### src/hw/rtl/afp_pkg.sv
`timescale 1ns / 1ps
package afp_pkg;

  localparam int FRAME_LEN = 11;
  localparam int CFG_IDX_W = 2;

  localparam logic [7:0] HEADER_RESET = 8'h55;
  localparam logic [7:0] TYPE_RESET   = 8'h53;

  typedef enum logic [CFG_IDX_W-1:0] {
    CFG_HEADER = 2'd0,
    CFG_TYPE   = 2'd1
  } cfg_idx_e;

  typedef enum logic [1:0] {
    CELL_HOLD,
    CELL_LOAD,
    CELL_SHIFT
  } cell_op_e;

  typedef enum logic [1:0] {
    ST_IDLE,
    ST_CHECK,
    ST_RESYNC,
    ST_REPORT
  } afp_state_e;

  // Control from the sequencer to the cell row.
  typedef struct packed {
    logic       shift;
    logic       load;
    logic [7:0] load_data;
  } seq_ctrl_t;

  // Frame completion event toward the result register.
  typedef struct packed {
    logic fire;
    logic bad;
  } seq_evt_t;

endpackage

### src/hw/rtl/afp_cell.sv
`timescale 1ns / 1ps
module afp_cell (
  input  logic              clk_i,
  input  afp_pkg::cell_op_e op_i,
  input  logic [7:0]        load_data_i,
  input  logic [7:0]        shift_data_i,
  output logic [7:0]        data_o
);
  import afp_pkg::*;

  logic [7:0] data_d, data_q;

  always_comb begin
    case (op_i)
      CELL_LOAD:  data_d = load_data_i;
      CELL_SHIFT: data_d = shift_data_i;
      default:    data_d = data_q;
    endcase
  end

  always_ff @(posedge clk_i) begin
    data_q <= data_d;
  end

  assign data_o = data_q;

endmodule

### src/hw/rtl/afp_seq.sv
`timescale 1ns / 1ps
module afp_seq #(
  parameter int FrameLen = afp_pkg::FRAME_LEN,
  parameter int FillW    = $clog2(FrameLen)
) (
  input  logic               clk_i,
  input  logic               rst_ni,
  input  logic               in_valid_i,
  input  logic [7:0]         rx_byte_i,
  input  logic [7:0]         header_i,
  input  logic [7:0]         type_i,
  input  logic [7:0]         head0_i,
  input  logic [7:0]         head1_i,
  input  logic               out_free_i,
  output logic               in_ready_o,
  output afp_pkg::seq_ctrl_t ctrl_o,
  output logic [FillW-1:0]   load_idx_o,
  output afp_pkg::seq_evt_t  evt_o
);
  import afp_pkg::*;

  localparam logic [FillW-1:0] LastIdx = FillW'(FrameLen - 1);
  localparam logic [FillW-1:0] ScanEnd = FillW'(FrameLen - 2);
  localparam logic [FillW-1:0] LenMod  = FillW'(FrameLen);

  afp_state_e       state_d, state_q;
  logic [FillW-1:0] fill_d, fill_q;
  logic [FillW-1:0] step_d, step_q;
  logic [7:0]       acc_d, acc_q;
  logic             good_d, good_q;

  logic in_fire;
  logic sum_ok;
  logic pair_hit;

  assign in_ready_o = (state_q == ST_IDLE);
  assign in_fire    = in_valid_i && in_ready_o;
  // cell 0 carries the checksum byte on the last rotation step
  assign sum_ok     = (acc_q == head0_i);
  assign pair_hit   = (step_q != '0) && (head0_i == header_i) && (head1_i == type_i);

  // next state
  always_comb begin
    state_d = state_q;
    case (state_q)
      ST_IDLE: begin
        if (in_fire && fill_q == LastIdx) state_d = ST_CHECK;
      end
      ST_CHECK: begin
        if (step_q == LastIdx) state_d = sum_ok ? ST_REPORT : ST_RESYNC;
      end
      ST_RESYNC: begin
        if (pair_hit || step_q == ScanEnd) state_d = ST_REPORT;
      end
      ST_REPORT: begin
        if (out_free_i) state_d = ST_IDLE;
      end
      default: state_d = ST_IDLE;
    endcase
  end

  // cell control and events
  always_comb begin
    ctrl_o     = '0;
    load_idx_o = '0;
    evt_o      = '0;
    case (state_q)
      ST_IDLE: begin
        ctrl_o.load_data = rx_byte_i;
        if (in_fire) begin
          load_idx_o = fill_q;
          case (fill_q)
            FillW'(0): ctrl_o.load = (rx_byte_i == header_i);
            FillW'(1): ctrl_o.load = (rx_byte_i == type_i);
            default:   ctrl_o.load = 1'b1;
          endcase
        end
      end
      ST_CHECK: begin
        ctrl_o.shift = 1'b1;
      end
      ST_RESYNC: begin
        ctrl_o.load_data = header_i;
        if (!pair_hit) begin
          if (step_q == ScanEnd) begin
            // the old last byte sits in cell 1 here; keep it as a lone header
            ctrl_o.load = (head1_i == header_i);
          end else begin
            ctrl_o.shift = 1'b1;
          end
        end
      end
      ST_REPORT: begin
        evt_o.fire = out_free_i;
        evt_o.bad  = !good_q;
      end
      default: ;
    endcase
  end

  // fill, step and checksum
  always_comb begin
    fill_d = fill_q;
    step_d = step_q;
    acc_d  = acc_q;
    good_d = good_q;
    case (state_q)
      ST_IDLE: begin
        if (in_fire) begin
          case (fill_q)
            FillW'(0): begin
              if (rx_byte_i == header_i) fill_d = FillW'(1);
            end
            FillW'(1): begin
              if (rx_byte_i == type_i) begin
                fill_d = FillW'(2);
              end else if (rx_byte_i != header_i) begin
                fill_d = '0;
              end
            end
            default: begin
              if (fill_q == LastIdx) begin
                fill_d = '0;
                step_d = '0;
                acc_d  = '0;
              end else begin
                fill_d = fill_q + FillW'(1);
              end
            end
          endcase
        end
      end
      ST_CHECK: begin
        if (step_q == LastIdx) begin
          good_d = sum_ok;
          step_d = '0;
        end else begin
          acc_d  = acc_q + head0_i;
          step_d = step_q + FillW'(1);
        end
      end
      ST_RESYNC: begin
        if (pair_hit) begin
          fill_d = LenMod - step_q;
        end else if (step_q == ScanEnd) begin
          fill_d = (head1_i == header_i) ? FillW'(1) : '0;
        end else begin
          step_d = step_q + FillW'(1);
        end
      end
      default: ;
    endcase
  end

  always_ff @(posedge clk_i or negedge rst_ni) begin
    if (!rst_ni) begin
      state_q <= ST_IDLE;
      fill_q  <= '0;
      step_q  <= '0;
      acc_q   <= '0;
      good_q  <= 1'b0;
    end else begin
      state_q <= state_d;
      fill_q  <= fill_d;
      step_q  <= step_d;
      acc_q   <= acc_d;
      good_q  <= good_d;
    end
  end

endmodule

### src/hw/rtl/angle_frame_parser.sv
`timescale 1ns / 1ps
// Serial angle-frame parser. Each received byte is one input transaction; a byte
// that does not finish a frame leaves the input ready for the next byte. The byte
// that finishes a FrameLen-byte frame starts a checksum pass that rotates the
// frame once around the row of byte cells, then on a checksum error one-place
// shifts to find the next header/type pair, then posts the result, held back while
// the previous result has not been taken. The input stays blocked from that byte
// until the result is posted. A result appears only when a frame ends; status 0
// means the angles were latched, 1 means a checksum error. Angle, counter and
// valid outputs hold the latest state between results.
// Configuration writes (index 0 header byte, 1 frame type) are always ready.
module angle_frame_parser #(
  parameter int FrameLen = afp_pkg::FRAME_LEN
) (
  input  logic                           clk_i,
  input  logic                           rst_ni,
  input  logic                           in_valid_i,
  output logic                           in_ready_o,
  input  logic [7:0]                     rx_byte_i,
  output logic                           out_valid_o,
  input  logic                           out_ready_i,
  output logic                           status_o,
  output logic signed [15:0]             angle_roll_o,
  output logic signed [15:0]             angle_pitch_o,
  output logic signed [15:0]             angle_yaw_o,
  output logic [31:0]                    good_frames_o,
  output logic [31:0]                    bad_frames_o,
  output logic                           angles_valid_o,
  input  logic                           cfg_valid_i,
  output logic                           cfg_ready_o,
  input  logic [afp_pkg::CFG_IDX_W-1:0]  cfg_index_i,
  input  logic [7:0]                     cfg_data_i
);
  import afp_pkg::*;

  localparam int FillW = $clog2(FrameLen);

  logic [7:0] header_q, type_q;
  logic [7:0] cells [FrameLen];

  seq_ctrl_t        ctrl;
  seq_evt_t         evt;
  logic [FillW-1:0] load_idx;
  logic             out_free;

  logic               out_valid_q, status_q, seen_q;
  logic signed [15:0] roll_q, pitch_q, yaw_q;
  logic [31:0]        good_q, bad_q;

  // configuration
  assign cfg_ready_o = 1'b1;

  always_ff @(posedge clk_i or negedge rst_ni) begin
    if (!rst_ni) begin
      header_q <= HEADER_RESET;
      type_q   <= TYPE_RESET;
    end else if (cfg_valid_i) begin
      case (cfg_index_i)
        CFG_HEADER: header_q <= cfg_data_i;
        CFG_TYPE:   type_q   <= cfg_data_i;
        default: ;
      endcase
    end
  end

  // byte cells: shifting rotates toward cell 0
  for (genvar i = 0; i < FrameLen; i++) begin : g_cell
    localparam int Nxt = (i + 1) % FrameLen;
    cell_op_e op;

    assign op = ctrl.shift ? CELL_SHIFT :
                (ctrl.load && load_idx == FillW'(i)) ? CELL_LOAD : CELL_HOLD;

    afp_cell u_cell (
      .clk_i        (clk_i),
      .op_i         (op),
      .load_data_i  (ctrl.load_data),
      .shift_data_i (cells[Nxt]),
      .data_o       (cells[i])
    );
  end

  assign out_free = !out_valid_q || out_ready_i;

  afp_seq #(
    .FrameLen (FrameLen),
    .FillW    (FillW)
  ) u_seq (
    .clk_i      (clk_i),
    .rst_ni     (rst_ni),
    .in_valid_i (in_valid_i),
    .rx_byte_i  (rx_byte_i),
    .header_i   (header_q),
    .type_i     (type_q),
    .head0_i    (cells[0]),
    .head1_i    (cells[1]),
    .out_free_i (out_free),
    .in_ready_o (in_ready_o),
    .ctrl_o     (ctrl),
    .load_idx_o (load_idx),
    .evt_o      (evt)
  );

  // result register; angles and counters double as the held state
  always_ff @(posedge clk_i or negedge rst_ni) begin
    if (!rst_ni) begin
      out_valid_q <= 1'b0;
      status_q    <= 1'b0;
      seen_q      <= 1'b0;
      roll_q      <= '0;
      pitch_q     <= '0;
      yaw_q       <= '0;
      good_q      <= '0;
      bad_q       <= '0;
    end else if (evt.fire) begin
      out_valid_q <= 1'b1;
      status_q    <= evt.bad;
      if (evt.bad) begin
        bad_q <= bad_q + 32'd1;
      end else begin
        roll_q  <= $signed({cells[3], cells[2]});
        pitch_q <= $signed({cells[5], cells[4]});
        yaw_q   <= $signed({cells[7], cells[6]});
        good_q  <= good_q + 32'd1;
        seen_q  <= 1'b1;
      end
    end else if (out_ready_i) begin
      out_valid_q <= 1'b0;
    end
  end

  assign out_valid_o    = out_valid_q;
  assign status_o       = status_q;
  assign angle_roll_o   = roll_q;
  assign angle_pitch_o  = pitch_q;
  assign angle_yaw_o    = yaw_q;
  assign good_frames_o  = good_q;
  assign bad_frames_o   = bad_q;
  assign angles_valid_o = seen_q;

endmodule

### config.mk
export PLATFORM = sky130hd
export DESIGN_NAME = angle_frame_parser
export DESIGN_NICKNAME = d
export VERILOG_FILES = /design/src/hw/rtl/afp_pkg.sv /design/src/hw/rtl/afp_cell.sv /design/src/hw/rtl/afp_seq.sv /design/src/hw/rtl/angle_frame_parser.sv
export SDC_FILE = /design/constraint.sdc
export NUM_CORES = 1
export LEC_CHECK = 0
export BUFFER_PORTS_ARGS = -buffer_cell sky130_fd_sc_hd__buf_2
export CAP_MARGIN = 15
export CORE_MARGIN = 2
export CORE_UTILIZATION = 58
export CTS_BUF_LIST = sky130_fd_sc_hd__clkbuf_4 sky130_fd_sc_hd__clkbuf_8 sky130_fd_sc_hd__clkbuf_16
export CTS_CLUSTER_DIAMETER = 120
export DETAILED_ROUTE_END_ITERATION = 8
export PLACE_DENSITY_LB_ADDON = 0.2
export SETUP_SLACK_MARGIN = 0.15
export SKIP_CTS_REPAIR_TIMING = 1
export SYNTH_ARGS = -nofsm -noshare
export SYNTH_HDL_FRONTEND = slang
export SYNTH_HIERARCHICAL = 1
export SYNTH_SLANG_ARGS = --single-unit
### constraint.sdc
create_clock -name clk_i -period 4.2 [get_ports clk_i]
set_clock_uncertainty 0.05 [all_clocks]
set_input_delay 0.63 -clock clk_i [delete_from_list [all_inputs] [get_ports clk_i]]
set_output_delay 0.63 -clock clk_i [all_outputs]
set_load 0.005 [all_outputs]
Yosys cells after proc, flatten, opt, wreduce, memory -nomap -nowiden

Index checks and enable logic that the tools add are counted.

Add/sub/neg operators: 6
Eq/ne operators: 60
Muxes and demuxes: 73
Bitwise gates (word level): 1
Reductions and logical operators: 49

Operators with widths:

| kind                                          | number |
|---|---|
| one-hot mux 8 bit (2 select lines)            | 12 |
| adder 32 x 1 -> 32 bit, second input constant | 2 |
| 2-to-1 mux 4 bit                              | 15 |
| == test 8 bit                                 | 6 |
| 2-to-1 mux 2 bit                              | 17 |
| 2-to-1 mux 8 bit                              | 4 |
| nonzero test 2 bit                            | 14 |
| == test 2 x 1 -> 1 bit, second input constant | 13 |
| == test 2 bit, second input constant          | 13 |
| == test 4 bit, second input constant          | 6 |
| 2-to-1 mux 1 bit                              | 18 |
| one-hot mux 9 bit (2 select lines)            | 1 |
| == test 4 x 3 -> 1 bit, second input constant | 4 |
| one-hot mux 4 bit (2 select lines)            | 2 |
| logical AND 1 bit                             | 15 |
| != test 2 bit, second input constant          | 7 |
| one-hot mux 4 bit (3 select lines)            | 1 |
| AND reduction 2 bit                           | 5 |
| AND reduction 5 bit                           | 2 |
| adder 4 x 1 -> 4 bit, second input constant   | 2 |
| adder 8 bit                                   | 1 |
| == test 4 x 1 -> 1 bit, second input constant | 2 |
| == test 4 x 2 -> 1 bit, second input constant | 2 |
| logical NOT 4 bit                             | 2 |
| other kinds (17)                              | 23 |

Register bits: 238
Logic and storage cells: 215

Depth between registers and ports, before layout

Gate-level depths: netlist of the first run.

Depth after elaboration: 10
Depth in mapped cells: 14

Cells and area by module

The synthesis of the first run kept the hierarchy.

Modules (own cells, without submodules):

| module             | instances | cells an instance | area an instance (µm²) | sequential area each (µm²) |
|---|---|---|---|---|
| angle_frame_parser | 1         | 408               | 5450.2                 | 3288.2 |
| afp_cell           | 11        | 20                | 391.6                  | 240.2 |
| afp_seq            | 1         | 240               | 2094.5                 | 475.5 |

Worst setup path before layout of the first run

Ideal clock, no wire load.

Kind: register to register
Start: register header_q[2]
End: register g_cell[8].u_cell.data_q[0], data pin
Library setup time: 260 ps
Arrival time: 3186 ps
Required time: 3890 ps
Path slack: 703 ps
Stages on the path, launching flop included: 13
Path buffers: 1
Cell sequence: dfstp_2 -> xor2_1 -> nor4_1 -> nand4_1 -> o211a_4 -> o21a_1 -> nand2b_1 -> or3b_2 -> nor3_1 -> inv_1 -> ha_1 -> buf_6 -> mux2_4

RTL lines:

| element                | RTL line                 | source |
|---|---|---|
| from (decl)            | angle_frame_parser.sv:38 | `logic [7:0] header_q, type_q;` |
| from (signal assigned) | angle_frame_parser.sv:59 | `CFG_HEADER: header_q <= cfg_data_i;` |
| to (signal assigned)   | afp_cell.sv:22           | `data_q <= data_d;` |
| to (decl)              | afp_cell.sv:11           | `logic [7:0] data_d, data_q;` |

==> metrics.yaml, run 1 <==
dp.cells: 1255
finalCritPeriodShare: 0.9097
drcViolationCount: 0
place_congestion: 0.8826
status: "completed"
max_freq_mhz: 261.7
ys_types: 66
io_pins: 140
drive_above_1_share: 0.3640
relSlewSlack: 0.4308
hold_viol_final: 0
die_w_um: 147.0
synth_edf_count: 88
peakVddDrop_mv: 0.3831
worst_setup_path_end_kind: "register"
synth-seq-cells: 238
synth-seq-area-share: 0.5405
tightest_slew_ns: 0.8538
start_util: 0.5877
cp.required_ns: 4.41
antenna-diode-count: 0
p_switching_w: 0.001303
cts-root-buf: "clkbuf_16"
powerDensity_nw_per_um2: 406.4
internal_power_w: 0.004237
power.leakage_nw: 6.363
synthesis.area_um2: 11850
max-cap-violations: 0
finalNonFillerCells: 1303
antenna_found_initial: 0
path_class: "reg -> reg"
ys.flop_type: "dfrtp_1"
track_usage: 0.2316
grt-ovfl-total: 0
grt_pass1_vias: 7218
async_flop_share: 0.6303
portBuffers: 138
worst_hold_path_type: "in -> async"
setup_violations: 0
wl_per_cell_um: 19.44
core-area_um2: 20170
ant_nets: 0
finalPower_w: 0.005541
clkLatencyLatePin_ns: 0.52
syn_inst: 868
cts_buffers: 25
die-area_um2: 21590
swShare: 0.2353
comb_power_share: 0.095
syn_to_final_growth_pct: 15.01
final_cell_area_um2: 13630
worstRegToRegCells: 11
first_iter_violations: 605
htree_levels: 1
clk_pin_slew_ns: 0.06
crit_path_max_fanout: 8
p_seq_frac: 0.474
grt_max_degree: 92
drv_slew: 0
synth-warning-count: 6
drtPass1Iterations: 5
cp.arrival_ns: 4.03
synth_nets: 923
vias: 7357
cts_tree: "built"
routed_wl_um: 25330
rsz0062_at_grt: "false"
syn_avg_cell_area_um2: 13.66
place_area_um2: 12720
fin_crit_ns: 3.821
nets: 1069
dieHeight_um: 147.0
clockBufferDepth: 3
fin_tns_setup_ns: 0
grt_pass1_wl_um: 39810
dp_hpwl_um: 17740
std_cell_rows: 52
cts_num_sinks: 238
via_per_inst: 5.646
startpoint_type: "register"
pwr-share-clk: 0.430
## stage by stage
step / worst slack (ns) / util / hold WS, ns
after floorplan: 0.7035 / - / 0.2844
after global placement: 0.4031 / 0.6307 / 0.3972
after CTS: 0.3452 / 0.6751 / 0.1653
after global routing: 0.2795 / 0.6759 / 0.1896
final: 0.3791 / 0.6759 / 0.1041
after detailed placement: 0.3511 / 0.6307 / 0.4089
## power groups by stage
stage	logic, W	registers, W	clock network [W]
floorplan	0.000386	0.00263	0
global placement	0.000519	0.00267	0
detailed placement	0.000525	0.00267	0
CTS	0.000527	0.00262	0.00242
global route	0.000575	0.00264	0.00251
finish	0.000528	0.00263	0.00238
## Yosys cell counts, types with 4 or more instances
library cell  number  share of area
inv_1             38          0.012
clkbuf_1           4         0.0013
and4_1             6         0.0044
a22o_1             7         0.0052
mux2_2            69          0.066
nor4_1             6         0.0032
buf_2              7         0.0030
xor2_1            41          0.030
nor2_1            29         0.0092
and3_1            19          0.010
nand4_1           20          0.011
edfxtp_1          88           0.22
nand2b_1           9         0.0048
nor2b_1            4         0.0021
a21oi_1            8         0.0034
dfrtp_1          142           0.30
ha_1              31          0.033
nand3_1           28          0.012
dfstp_2            8          0.018
nor3_1             9         0.0038
or2_2              4         0.0021
xnor2_1           68          0.050
buf_6             13          0.012
o21ai_0           16         0.0068
mux2_4            88           0.11
nand2_1           44          0.014
## flip-flops by register name (all words and copies together) (netlist names)
register              cells
status_o                  1
u_seq/fill_q              4
angle_roll_o             16
u_seq/state_q             2
g_cell.u_cell/data_o     88
type_q                    8
good_frames_o            32
u_seq/step_q              4
u_seq/good_q              1
angle_yaw_o              16
bad_frames_o             32
angle_pitch_o            16
header_q                  8
angles_valid_o            1
out_valid_o               1
u_seq/acc_q               8
## cells by family (layout without fill, tap and decap cells)
| group | after synthesis | in the layout | synth area share |
|---|---|---|---|
| simple gates | 200 | 200 | 0.09480 |
| compound gates | 61 | 61 | 0.03737 |
| flops | 238 | 238 | 0.5405 |
| xor+xnor | 109 | 109 | 0.08054 |
| fa+ha+maj | 32 | 32 | 0.03441 |
| mux | 162 | 162 | 0.1816 |
| buf+inv | 65 | 230 | 0.03051 |
| other cells | 1 | 1 | 0.0003164 |
## worst paths after layout
kind / slack [ns] / to / from
worst max-delay path: 0.38 / g_cell[8].u_cell/data_o[0] / header_q[2]
worst min-delay path: 0.10 / good_frames_o[31] / rst_ni
worst max register to register: 0.38 / g_cell[8].u_cell/data_o[0] / header_q[2]
worst min register to register: 0.42 / good_frames_o[31] / good_frames_o[31]
max in group asynchronous: 2.93 / good_frames_o[27] / rst_ni
min in group clk_i: 0.32 / header_q[5] / cfg_data_i[5]
## layout make-up
cell class                 count  area, µm²
clock inverter                15      206.4
multi-input combinational    565       5092
tap                          270      337.8
fill                        1483       6538
clock buffer                  31      689.4
inverter                      38      142.6
timing repair buffer         146      757.0
sequential                   238       6406
## worst max-delay path, stage by stage (launching register included)
cell	delay, ns
dfstp_2	0.58
xor2_1	0.08
nor4_1	0.40
nand4_1	0.26
o211a_4	0.33
o21a_1	0.20
nand2b_1	0.16
or3b_2	0.51
nor3_1	0.15
inv_1	0.06
ha_1	0.39
mux2_4	0.37
## layer usage
layer / GRT usage / vias up / routed length [µm]
met5: 0 / - / 0
met4: 0.04712 / 0 / 519
met3: 0.03727 / 42 / 1475
met2: 0.3800 / 225 / 11890
met1: 0.3316 / 3695 / 11440
li1: - / 3395 / -
## placed cells by master, fill, tap and decap left out, types with 4 or more instances in the layout
| cell type | n |
|---|---|
| bufinv_16 | 5 |
| nor2_1 | 29 |
| mux2_4 | 88 |
| xor2_1 | 41 |
| nand4_1 | 20 |
| inv_1 | 38 |
| dfstp_2 | 8 |
| edfxtp_1 | 88 |
| clkinv_2 | 4 |
| and3_1 | 19 |
| buf_4 | 8 |
| buf_2 | 137 |
| dfrtp_1 | 142 |
| xnor2_1 | 68 |
| a22o_1 | 7 |
| or2_2 | 4 |
| mux2_2 | 69 |
| nand3_1 | 28 |
| a21oi_1 | 8 |
| clkbuf_16 | 25 |
| nor3_1 | 9 |
| ha_1 | 31 |
| nor4_1 | 6 |
| nand2_1 | 44 |
| o21ai_0 | 16 |
| and4_1 | 6 |
| nand2b_1 | 9 |
Power figures use the tool's default switching activity.
==> inputs of run 2 (changes only) <==
--- a/config.mk
+++ b/config.mk
@@ -8,7 +8,7 @@
 export BUFFER_PORTS_ARGS = -buffer_cell sky130_fd_sc_hd__buf_2
 export CAP_MARGIN = 15
 export CORE_MARGIN = 2
-export CORE_UTILIZATION = 58
+export CORE_UTILIZATION = 40
 export CTS_BUF_LIST = sky130_fd_sc_hd__clkbuf_4 sky130_fd_sc_hd__clkbuf_8 sky130_fd_sc_hd__clkbuf_16
 export CTS_CLUSTER_DIAMETER = 120
 export DETAILED_ROUTE_END_ITERATION = 8
==> run 2 against run 1 <==
Net effect:
- sequential power is essentially flat
- power up 1.8%
- die area increased by 44%
- setup slack gained 0.10 ns
- global-route usage fell by 6.3 points
- cell area rose by 1.7%
- clock power up 4%
- largest cell class unchanged
- non-clock buffer count stayed put
- critical endpoint unchanged
- wire length up 2.5%
- sequential share of layout area shrank 0.78 points
- core utilization shrank 20 points
==> metrics.yaml, run 2 (synthesized netlist as in run 1, its figures left out) <==
ant_nets: 0  # unchanged
clkLatencyLatePin_ns: 0.53  # about the same
drive_above_1_share: 0.3667  # +0.002710
path_class: "reg -> reg"
worstRegToRegCells: 11  # unchanged
holdWs_ns: 0.1091  # +0.005084 ns
fin_crit_ns: 3.720  # -0.1008 ns
std_cell_rows: 63  # +21%
dp_hpwl_um: 18240  # +2.8%
place_congestion: 0.8211  # -7.0%
finalNonFillerCells: 1429  # +9.7%
hold_viol_final: 0  # unchanged
powerDensity_nw_per_um2: 406.9  # +0.10%
first_iter_violations: 445  # -26%
layout_common_cells: "dfrtp_1 (142), buf_2 (137), mux2_4 (88), edfxtp_1 (88), mux2_2 (69)"
routed_wl_um: 25950  # +2.5%
cp.required_ns: 4.42  # about the same
worst_setup_path_end_kind: "register"
grt_max_degree: 90  # -2.2%
startpoint_type: "register"
fillCellCount: 2615  # +76%
max-cap-violations: 0  # unchanged
die-area_um2: 31030  # +44%
cp_cell_sequence: "xor2_1 > nor4_1 > nand4_1 > o211a_4 > o21a_1 > nand2b_1 > or3b_2 > nor3_1 > inv_1 > ha_1 > mux2_4"
start_util: 0.4031  # -0.1845
syn_to_final_growth_pct: 16.96
layout_commonest_cell: "dfrtp_1"
cts-root-buf: "clkbuf_16"
tightest_slew_ns: 0.8557  # +0.001888 ns
grt_pass1_wl_um: 41010  # +3.0%
track_usage: 0.1683  # -0.06334
peakVddDrop_mv: 0.2847  # -26%
io_pins: 140  # unchanged
nets: 1072  # +0.28%
via_per_inst: 5.011  # -11%
cp.arrival_ns: 3.94  # -0.09 ns
drv_slew: 0  # unchanged
critPathBufInv: 1  # unchanged
finalCritPeriodShare: 0.8857  # -0.02400
critPathTopFamily: "simple AND/OR/NAND/NOR gates"
vias: 7161  # -2.7%
wl_per_cell_um: 18.16  # -6.6%
rsz0062_at_grt: "false"
relSlewSlack: 0.4296  # -0.001258
antenna_found_initial: 0  # unchanged
die_w_um: 176.1  # +20%
crit_path_max_fanout: 8  # unchanged
max_freq_mhz: 268.8  # +2.7%
grt_pass1_vias: 7098  # -1.7%
status: "completed"
fin_tns_setup_ns: 0  # unchanged
cts_tree: "built"
worst_path_max_delay_cell: "or3b_2"
reg2reg_slack_ns: 0.48  # +0.10 ns
power.leakage_nw: 6.404  # +0.64%
clockBufferDepth: 3  # unchanged
core-area_um2: 29400  # +46%
largest_register_ffs: 88  # unchanged
slowest_delay_ns: 0.51  # -0.07 ns
grt-ovfl-total: 0  # unchanged
setup_violations: 0  # unchanged
clk_pin_slew_ns: 0.06  # about the same
cts_num_sinks: 238  # unchanged
portBuffers: 138  # unchanged
drcViolationCount: 0  # unchanged
dp.cells: 1376  # +9.6%
drtPass1Iterations: 5  # unchanged
htree_levels: 1  # unchanged
worst_hold_path_type: "in -> async"
dieHeight_um: 176.1  # +20%
cts_buffers: 28  # +12%
cp_num_cells: 11  # unchanged
antenna-diode-count: 0  # unchanged
## run 2: through the flow
stage | setup slack [ns] | util | power [W] | area, µm²
2_1_floorplan | 0.7035 | - | 0.003011 | 11850
3_3_place_gp | 0.4392 | 0.4384 | 0.003201 | 12890
3_5_place_dp | 0.4092 | 0.4384 | 0.003205 | 12890
4_1_cts | 0.4089 | 0.4713 | 0.005708 | 13860
5_1_grt | 0.2488 | 0.4715 | 0.005886 | 13860
6_report | 0.4799 | 0.4715 | 0.005641 | 13860
## run 2: final cells by class
| class | instances | area, µm² | area share |
|---|---|---|---|
| multi-input cells | 565 | 5092 | 0.3673 |
| well taps | 390 | 488.0 | 0.03520 |
| repair buffers | 146 | 769.5 | 0.05551 |
| clock inverters | 10 | 98.84 | 0.007130 |
| flip-flops and latches | 238 | 6406 | 0.4621 |
| inverters | 38 | 142.6 | 0.01029 |
| clock buffers | 42 | 865.8 | 0.06245 |
## run 2: path summary, 6_finish.rpt
kind | start | end
max | g_cell[0].u_cell/data_o[2] | g_cell[8].u_cell/data_o[0]
max reg2reg | g_cell[0].u_cell/data_o[2] | g_cell[8].u_cell/data_o[0]
min | rst_ni | angle_pitch_o[14]
max in group asynchronous | rst_ni | u_seq/fill_q[2]
min in group clk_i | cfg_data_i[0] | type_q[0]
min reg2reg | good_frames_o[31] | good_frames_o[31]
## run 2: routing by layer
| metal | global-route usage | vias to the layer above | part of all wire |
|---|---|---|---|
| li1 | - | 3415 | - |
| met1 | 0.2532 | 3561 | 0.49 |
| met2 | 0.2542 | 168 | 0.44 |
| met3 | 0.03295 | 17 | 0.056 |
| met4 | 0.03030 | 0 | 0.0090 |
| met5 | 0 | - | 0 |
## run 2: power by group
part	internal (W)	leakage, nW	switching, W
combinational	0.000254	3.10	0.000276
sequential	0.00251	2.82	0.000123
clock	0.00154	0.484	0.000936
total	0.00431	6.40	0.00134
==> inputs of run 3 (changes only) <==
--- a/config.mk
+++ b/config.mk
@@ -12,9 +12,11 @@
 export CTS_BUF_LIST = sky130_fd_sc_hd__clkbuf_4 sky130_fd_sc_hd__clkbuf_8 sky130_fd_sc_hd__clkbuf_16
 export CTS_CLUSTER_DIAMETER = 120
 export DETAILED_ROUTE_END_ITERATION = 8
+export GPL_TIMING_DRIVEN = 0
 export PLACE_DENSITY_LB_ADDON = 0.2
 export SETUP_SLACK_MARGIN = 0.15
 export SKIP_CTS_REPAIR_TIMING = 1
+export SKIP_LAST_GASP = 1
 export SYNTH_ARGS = -nofsm -noshare
 export SYNTH_HDL_FRONTEND = slang
 export SYNTH_HIERARCHICAL = 1
==> constraint.sdc (replaced) <==
create_clock -name clk_i -period 4.2 [get_ports clk_i]
set_clock_uncertainty 0.05 [all_clocks]
set_input_delay 0.21 -clock clk_i [delete_from_list [all_inputs] [get_ports clk_i]]
set_output_delay 0.21 -clock clk_i [all_outputs]
set_load 0.005 [all_outputs]
==> run 3 against run 2 <==
Net effect:
- via count increased by 1.9%
- cell count increased by 2.0%
- sequential share of layout area decreased by 0.71 points
- sequential power about the same
- global-route usage decreased by 0.32 points
- core utilization increased by 0.73 points
- critical path depth increased by 1
- combinational power increased by 1%
- wire length decreased by 1.0%
- setup slack got worse by 0.16 ns
- first-iteration DRC count increased by 9.7%
==> metrics.yaml, run 3 (synthesized netlist as in run 1, its figures left out) <==
worst_path_max_delay_cell: "or3b_2"
largest_register_ffs: 88  # unchanged
cts-root-buf: "clkbuf_16"
clockBufferDepth: 3  # unchanged
grt_max_degree: 79  # -12%
via_per_inst: 5.005  # -0.13%
cp.required_ns: 4.41  # about the same
drcViolationCount: 0  # unchanged
first_iter_violations: 488  # +9.7%
cts_num_sinks: 238  # unchanged
antenna-diode-count: 0  # unchanged
path_class: "reg -> reg"
antenna_found_initial: 1  # +1
drive_above_1_share: 0.3727  # +0.005960
htree_levels: 1  # unchanged
drtPass1Iterations: 5  # unchanged
power.leakage_nw: 6.537  # +2.1%
relSlewSlack: 0.4987  # +0.06913
worst_setup_path_end_kind: "register"
start_util: 0.4031  # unchanged
fillCellCount: 2662  # +1.8%
place_congestion: 0.8107  # -1.3%
wl_per_cell_um: 17.61  # -3.0%
worstRegToRegCells: 12  # +1
startpoint_type: "register"
dieHeight_um: 176.1  # unchanged
syn_to_final_growth_pct: 18.78
std_cell_rows: 63  # unchanged
die-area_um2: 31030  # unchanged
finalCritPeriodShare: 0.9234  # +0.03767
core-area_um2: 29400  # unchanged
crit_path_max_fanout: 12  # +4
min_path_cells: 3
grt_pass1_wl_um: 40500  # -1.3%
clkLatencyLatePin_ns: 0.52  # about the same
status: "completed"
hold_viol_final: 0  # unchanged
cts_buffers: 26  # -7.1%
io_pins: 140  # unchanged
fin_crit_ns: 3.878  # +0.1582 ns
rsz0062_at_grt: "false"
layout_common_cells: "buf_2 (144), dfrtp_1 (142), mux2_4 (88), edfxtp_1 (88), mux2_2 (69)"
dp_hpwl_um: 18210  # -0.21%
setup_violations: 0  # unchanged
worstReg2RegEnd: "g_cell[10].u_cell/data_o[2]"
cts_tree: "built"
r2r-start: "g_cell[0].u_cell/data_o[2]"
cp_cell_sequence: "xor2_1 > nor4_1 > nand4_1 > o211a_4 > o21a_2 > nand2b_1 > or3b_2 > nor2_1 > inv_1 > ha_1 > buf_6 > mux2_4"
layout_commonest_cell: "buf_2"
routed_wl_um: 25680  # -1.0%
grt_pass1_vias: 7135  # +0.52%
slowest_delay_ns: 0.51  # about the same
max-cap-violations: 0  # unchanged
drv_slew: 0  # unchanged
cp.arrival_ns: 4.09  # +0.15 ns
final_util: 0.4788  # +0.007320
hold_start: "cfg_index_i[1]"
nets: 1103  # +2.9%
fin_tns_setup_ns: 0  # unchanged
holdPathEnd: "header_q[0]"
holdWs_ns: 0.1113  # +0.002155 ns
portBuffers: 138  # unchanged
track_usage: 0.1650  # -0.003249
max_freq_mhz: 257.8  # -4.1%
grt-ovfl-total: 0  # unchanged
ant_nets: 0  # unchanged
vias: 7297  # +1.9%
reg2reg_slack_ns: 0.32  # -0.16 ns
tightest_slew_ns: 0.7520  # -0.1037 ns
clk_pin_slew_ns: 0.06  # about the same
die_w_um: 176.1  # unchanged
peakVddDrop_mv: 0.2631  # -7.6%
worst_hold_path_type: "in -> reg"
powerDensity_nw_per_um2: 388.9  # -4.4%
run 3: where the power goes:
| part | leakage (nW) | internal (W) | switching [W] | total, W |
|---|---|---|---|---|
| logic | 3.27 | 0.000266 | 0.000269 | 0.000536 |
| clock network | 0.450 | 0.00141 | 0.000886 | 0.00230 |
| registers | 2.82 | 0.00251 | 0.000131 | 0.00264 |
| total | 6.54 | 0.00419 | 0.00129 | 0.00548 |
run 3: through the flow:
step | cell area, µm² | instances | setup slack (ns) | power [W]
floorplan | 11850 | 868 | 0.7035 | 0.003011
global placement | 13030 | 1396 | 0.2034 | 0.003190
detailed placement | 13070 | 1397 | 0.1919 | 0.003203
CTS | 13950 | 1445 | 0.1814 | 0.005536
global route | 14080 | 1458 | 0.1819 | 0.005716
finish | 14080 | 1458 | 0.3217 | 0.005475
run 3: layout make-up:
type	instances	area (µm²)	area share
Tap cell	390	488.0	0.03466
Timing Repair Buffer	152	850.8	0.06043
Buffer	27	219.0	0.01555
Clock buffer	43	833.3	0.05919
Sequential cell	238	6406	0.4550
Clock inverter	5	52.55	0.003733
Inverter	38	142.6	0.01013
Multi-Input combinational cell	565	5086	0.3613
run 3: routing by layer:
| layer | wire (µm) | GRT usage | up-vias |
|---|---|---|---|
| met5 | 7 | 0 | - |
| met4 | 484 | 0.04098 | 2 |
| met3 | 1172 | 0.02304 | 39 |
| met2 | 11450 | 0.2513 | 173 |
| met1 | 12560 | 0.2483 | 3606 |
| li1 | - | - | 3477 |
run 3: how the worst max path moves through the flow:
stage,endpoint,cells after the start,start
2_1_floorplan,g_cell[8].u_cell/data_o[0],12,header_q[2]
6_report,g_cell[10].u_cell/data_o[2],12,g_cell[0].u_cell/data_o[2]
5_1_grt,g_cell[10].u_cell/data_o[2],13,u_seq/step_q[0]
3_5_place_dp,g_cell[10].u_cell/data_o[2],12,g_cell[0].u_cell/data_o[7]
3_3_place_gp,g_cell[8].u_cell/data_o[0],12,g_cell[0].u_cell/data_o[7]
4_1_cts,g_cell[8].u_cell/data_o[5],12,g_cell[0].u_cell/data_o[7]
run 3: critical path, delay by kind of cell (launching register included):
family | cells | cell delay [ns]
muxes | 1 | 0.30
AOI/OAI and AO/OA | 2 | 0.68
xor gates and xnor gates | 1 | 0.18
buffers and inverters | 2 | 0.22
and+or+nand+nor | 5 | 1.47
DFF | 1 | 0.50
adders and majority gates | 1 | 0.22
